### src/rtl/rllt_ram.sv
// Generic single-port-write, single-port-read RAM with a registered read.
`default_nettype none
module rllt_ram #(
	parameter int WIDTH = 8,
	parameter int DEPTH = 16
) (
	input  wire logic                                     clk,
	input  wire logic                                     we,
	input  wire logic [((DEPTH > 1) ? $clog2(DEPTH) : 1)-1:0] waddr,
	input  wire logic [WIDTH-1:0]                         wdata,
	input  wire logic [((DEPTH > 1) ? $clog2(DEPTH) : 1)-1:0] raddr,
	output logic      [WIDTH-1:0]                         rdata
);

	logic [WIDTH-1:0] mem_q [DEPTH];

	always_ff @(posedge clk) begin
		if (we) begin
			mem_q[waddr] <= wdata;
		end
		rdata <= mem_q[raddr];
	end

endmodule
`default_nettype wire

### config.mk
export PLATFORM = sky130hd
export DESIGN_NAME = rllt_ram
export DESIGN_NICKNAME = d
export VERILOG_FILES = /design/src/rtl/rllt_ram.sv
export SDC_FILE = /design/constraint.sdc
export NUM_CORES = 1
export LEC_CHECK = 0
export BUFFER_PORTS_ARGS = -buffer_cell sky130_fd_sc_hd__buf_2
export CORE_ASPECT_RATIO = 1.5
export CORE_MARGIN = 2
export CORE_UTILIZATION = 55
export DETAILED_ROUTE_END_ITERATION = 12
export PLACE_DENSITY_LB_ADDON = 0.2
export SETUP_SLACK_MARGIN = 0.4
export SKIP_CTS_REPAIR_TIMING = 1
export SYNTH_ARGS = -nofsm -noshare
export SYNTH_HDL_FRONTEND = slang
export SYNTH_SLANG_ARGS = --single-unit
export TNS_END_PERCENT = 30
### constraint.sdc
create_clock -name clk -period 2 [get_ports clk]
set_input_delay 0 -clock clk [delete_from_list [all_inputs] [get_ports clk]]
set_output_delay 0 -clock clk [all_outputs]
set_load 0.01 [all_outputs]
## Yosys cells after proc, flatten, opt, wreduce, memory -nomap -nowiden

Memories as Yosys holds them, arrays and structs flattened. A register that Yosys moved wholly into a read port is not among the register bits.
Index checks and enable logic that the tools add are counted.

- Register bits after elaboration: 0
- Latch bits: 0
- Memory bits (writable): 128
- Memory bits (read-only): 0
- Input bits: 18
- Word-level logic and storage cells: 3
- Memories: 1

Memory list:

| name | words | width | read ports | clocked after memory_dff | write ports | RTL line | source |
|---|---|---|---|---|---|---|---|
| mem_q | 16 | 8 | 1 | 1 | 1 | 15 | `logic [WIDTH-1:0] mem_q [DEPTH];` |

- Add/sub/neg operators: 0
- Multipliers: 0
- Div/mod/pow operators: 0
- Order comparisons: 0
- Equal/unequal tests: 0
- Shift operators: 0
- Muxes and demuxes: 2
- Bitwise logic cells: 0
- Reductions and logical operators: 0

Operator list:

| kind | count |
|---|---|
| two-way mux 1 bit | 2 |

## Logic depth before layout (Yosys ltp)

- Word-level depth: 2
- Depth in mapped cells: 5
- Mapped depth without buffers: 3

## Worst setup path before layout

Ideal clock, no wire load.

- Path kind: input to register
- From: in waddr[2] in the netlist's numbering
- To: mem mem_q[0][0], enable pin
- Setup time: 383 ps
- Arrival time: 1110 ps
- Required time: 1617 ps
- Slack: 507 ps
- Cell stages on the path: 2
- Cells stage by stage: or3b_2 nor3_1

RTL lines:

| element | RTL line | source |
|---|---|---|
| start, declared | 9 | `input wire logic [((DEPTH > 1) ? $clog2(DEPTH) : 1)-1:0] waddr,` |
| end, declared | 15 |  |

Straight into the memory's write port.

==> results.py <==
metrics = {
    "finish": {
        "syn_to_final_growth_pct": 18.7,
        "antenna_cells": 0,
        "fin_util_pct": 66.4,
        "layout-drive-gt1-share_pct": 31.0,
        "fin_cells": 412,
        "nets": 305,
        "design_area_mm2": 0.00611,
    },
    "drt": {
        "drc": 0,
        "antenna_left": 0,
        "viasPerCell": 5.85,
        "via_count": 2410,
        "drtIter0Drc": 222,
        "firstDrtPassIters": 4,
        "wire_per_inst_um": 22.7,
        "wirelength_um": 9370,
    },
    "place": {
        "place.gp.congestion": 0.744,
        "io_buffers": 25,
        "placedCellCount": 375,
        "placed_area_mm2": 0.00548,
        "post-dp-hpwl_um": 6250,
    },
    "timing": {
        "rsz0062_at_grt": "false",
        "hold_violations": 25,
        "tightest_slew_ns": 0.683,
        "fin_skew_ns": 0.00436,
        "setup_viol_count_final": 0,
        "post-route-min-period_ns": 1.36,
        "slew_viol_final": 0,
        "tns_ns": 0,
        "slew_headroom_pct": 54.3,
        "hold_ws_ns": -0.00780,
        "finalCritPeriodShare_pct": 68.0,
        "timing.fmax_mhz": 736,
    },
    "synth": {
        "synth-main-ff-cell": "edfxtp_1",
        "async_flop_share_pct": 0,
        "synth_edf_count": 128,
        "synth_cells": 229,
        "syn_nets": 247,
        "synth_warnings": 0,
        "synth.largest_area_cell": "edfxtp_1",
        "avgSynthCellArea_um2": 22.5,
        "yosysMostFrequentCell": "edfxtp_1",
        "seq_area_frac_synth_pct": 77.8,
        "synth-seq-cells": 136,
        "synth_area_leaders": "edfxtp_1 75%, mux4_2 7.9%, mux4_1 7.1%",
        "netlist-cell-type-count": 19,
        "synth_top_area_share_pct": 74.7,
        "syn_area_mm2": 0.00515,
        "yosys-top-cells-count": "128 x edfxtp_1, 18 x mux4_2, 16 x a22oi_1",
    },
    "global_route": {
        "grt_start_max_net_pins": 33,
        "grt_pass1_vias": 2471,
        "antenna_found_initial": 0,
        "grt_pass1_wl_um": 14500,
        "grt_usage_pct": 20.2,
        "grt-ovfl-total": 0,
    },
    "critical_path": {
        "slowest_stage": "mux4_1",
        "endpoint_kind": "flip-flop",
        "critical_path.cell_chain": "mux4_1 > a22oi_1 > nand2_1",
        "required_ns": 2.29,
        "crit_fanout": 1,
        "startpoint_type": "flip-flop",
        "critPathArrivalTime_ns": 1.65,
        "crit_type": "reg2reg",
        "max_stage_delay_ns": 0.52,
        "critPathBufInv": 0,
        "crit_family": "multiplexers",
    },
    "floorplanning": {
        "die_h_um": 122,
        "die_w_um": 83.0,
        "core_mm2": 0.00920,
        "io_pins": 26,
        "start_util_pct": 55.9,
        "num_rows": 43,
        "dieArea_mm2": 0.0102,
    },
    "cts": {
        "cts_root_buf": "clkbuf_16",
        "cts_buffer_depth": 2,
        "cts.htree.levels": 4,
        "clock_sinks": 136,
        "numCtsBuffers": 17,
        "cts_tree": "yes",
        "clk_pin_slew_ns": 0.05,
        "clk_latency_ns": 0.40,
    },
    "outcome": {
        "outcome": "complete, but fails checks",
        "violations": "hold timing",
    },
    "pwr": {
        "power.density_mw_per_mm2": 1060,
        "power_leakage_nw": 2.11,
        "peakVddDrop_mv": 0.720,
    },
    "min_path": {
        "hold_path.class": "in2reg",
    },
    "run": {
        "cap_violations": 0,
    },
}
layer usage:
layer	vias up	GRT usage [%]	share of wire, %
met2	75	34.0	53
met5	-	0	0
met3	9	5.18	4.2
met4	0	7.68	1.4
met1	1239	25.8	41
li1	1087	-	-
stage by stage:
step	worst slack, ns	power, W
global placement	0.550	0.00355
floorplan	0.507	0.00343
global route	0.600	0.00663
detailed placement	0.505	0.00356
finish	0.641	0.00645
CTS	0.630	0.00648
state kept, by name (all words and copies together) (netlist names):
name   cells
rdata      8
mem_q    128
power breakdown:
group / internal [W] / switching [W]
clock: 0.00190 / 0.00105
sequential: 0.00319 / 0.0000178
combinational: 0.000132 / 0.000166
area by class of cell:
type	count	area, um2
flip-flops and latches	136	4000
fillers	587	3090
multi-input cells	83	1060
clock buffers	25	515
repair buffers	49	330
well taps	112	140
clock inverters	7	65.1
kinds of logic after synthesis:
group	Yosys count	synth area share, %
flip-flops	136	77.8
multiplexers	32	15.0
AND/OR/NAND/NOR	35	3.18
buffers and inverters	10	1.68
AO/OA/AOI/OAI	16	2.33
cells in the final DEF, fill, tap and decap left out, types with 2 or more instances in the layout:
cell type | Yosys | layout
clkbuf_16 | 0 | 17
mux4_2 | 18 | 18
dlygate4sd3_1 | 0 | 5
nor3_1 | 4 | 4
nand2_1 | 9 | 9
buf_4 | 1 | 18
clkinv_2 | 0 | 4
nor2_1 | 13 | 13
buf_2 | 3 | 25
clkbuf_8 | 0 | 6
edfxtp_1 | 128 | 128
nand2b_1 | 2 | 2
dfxtp_1 | 8 | 8
clkbuf_1 | 0 | 2
a22oi_1 | 16 | 16
mux4_1 | 14 | 14
clkinvlp_4 | 0 | 2
nand3b_1 | 2 | 2
worst paths after layout:
| check | from | endpoint | slack [ns] | cells after the start |
|---|---|---|---|---|
| min reg2reg | mem_q[15][6] | rdata[6] | 0.68 | 3 |
| max | mem_q[1][1] | rdata[1] | 0.64 | 3 |
| min | wdata[2] | mem_q[5][2] | -0.008 | 1 |
| max reg2reg | mem_q[1][1] | rdata[1] | 0.64 | 3 |
(Power assumes the default switching activity.)
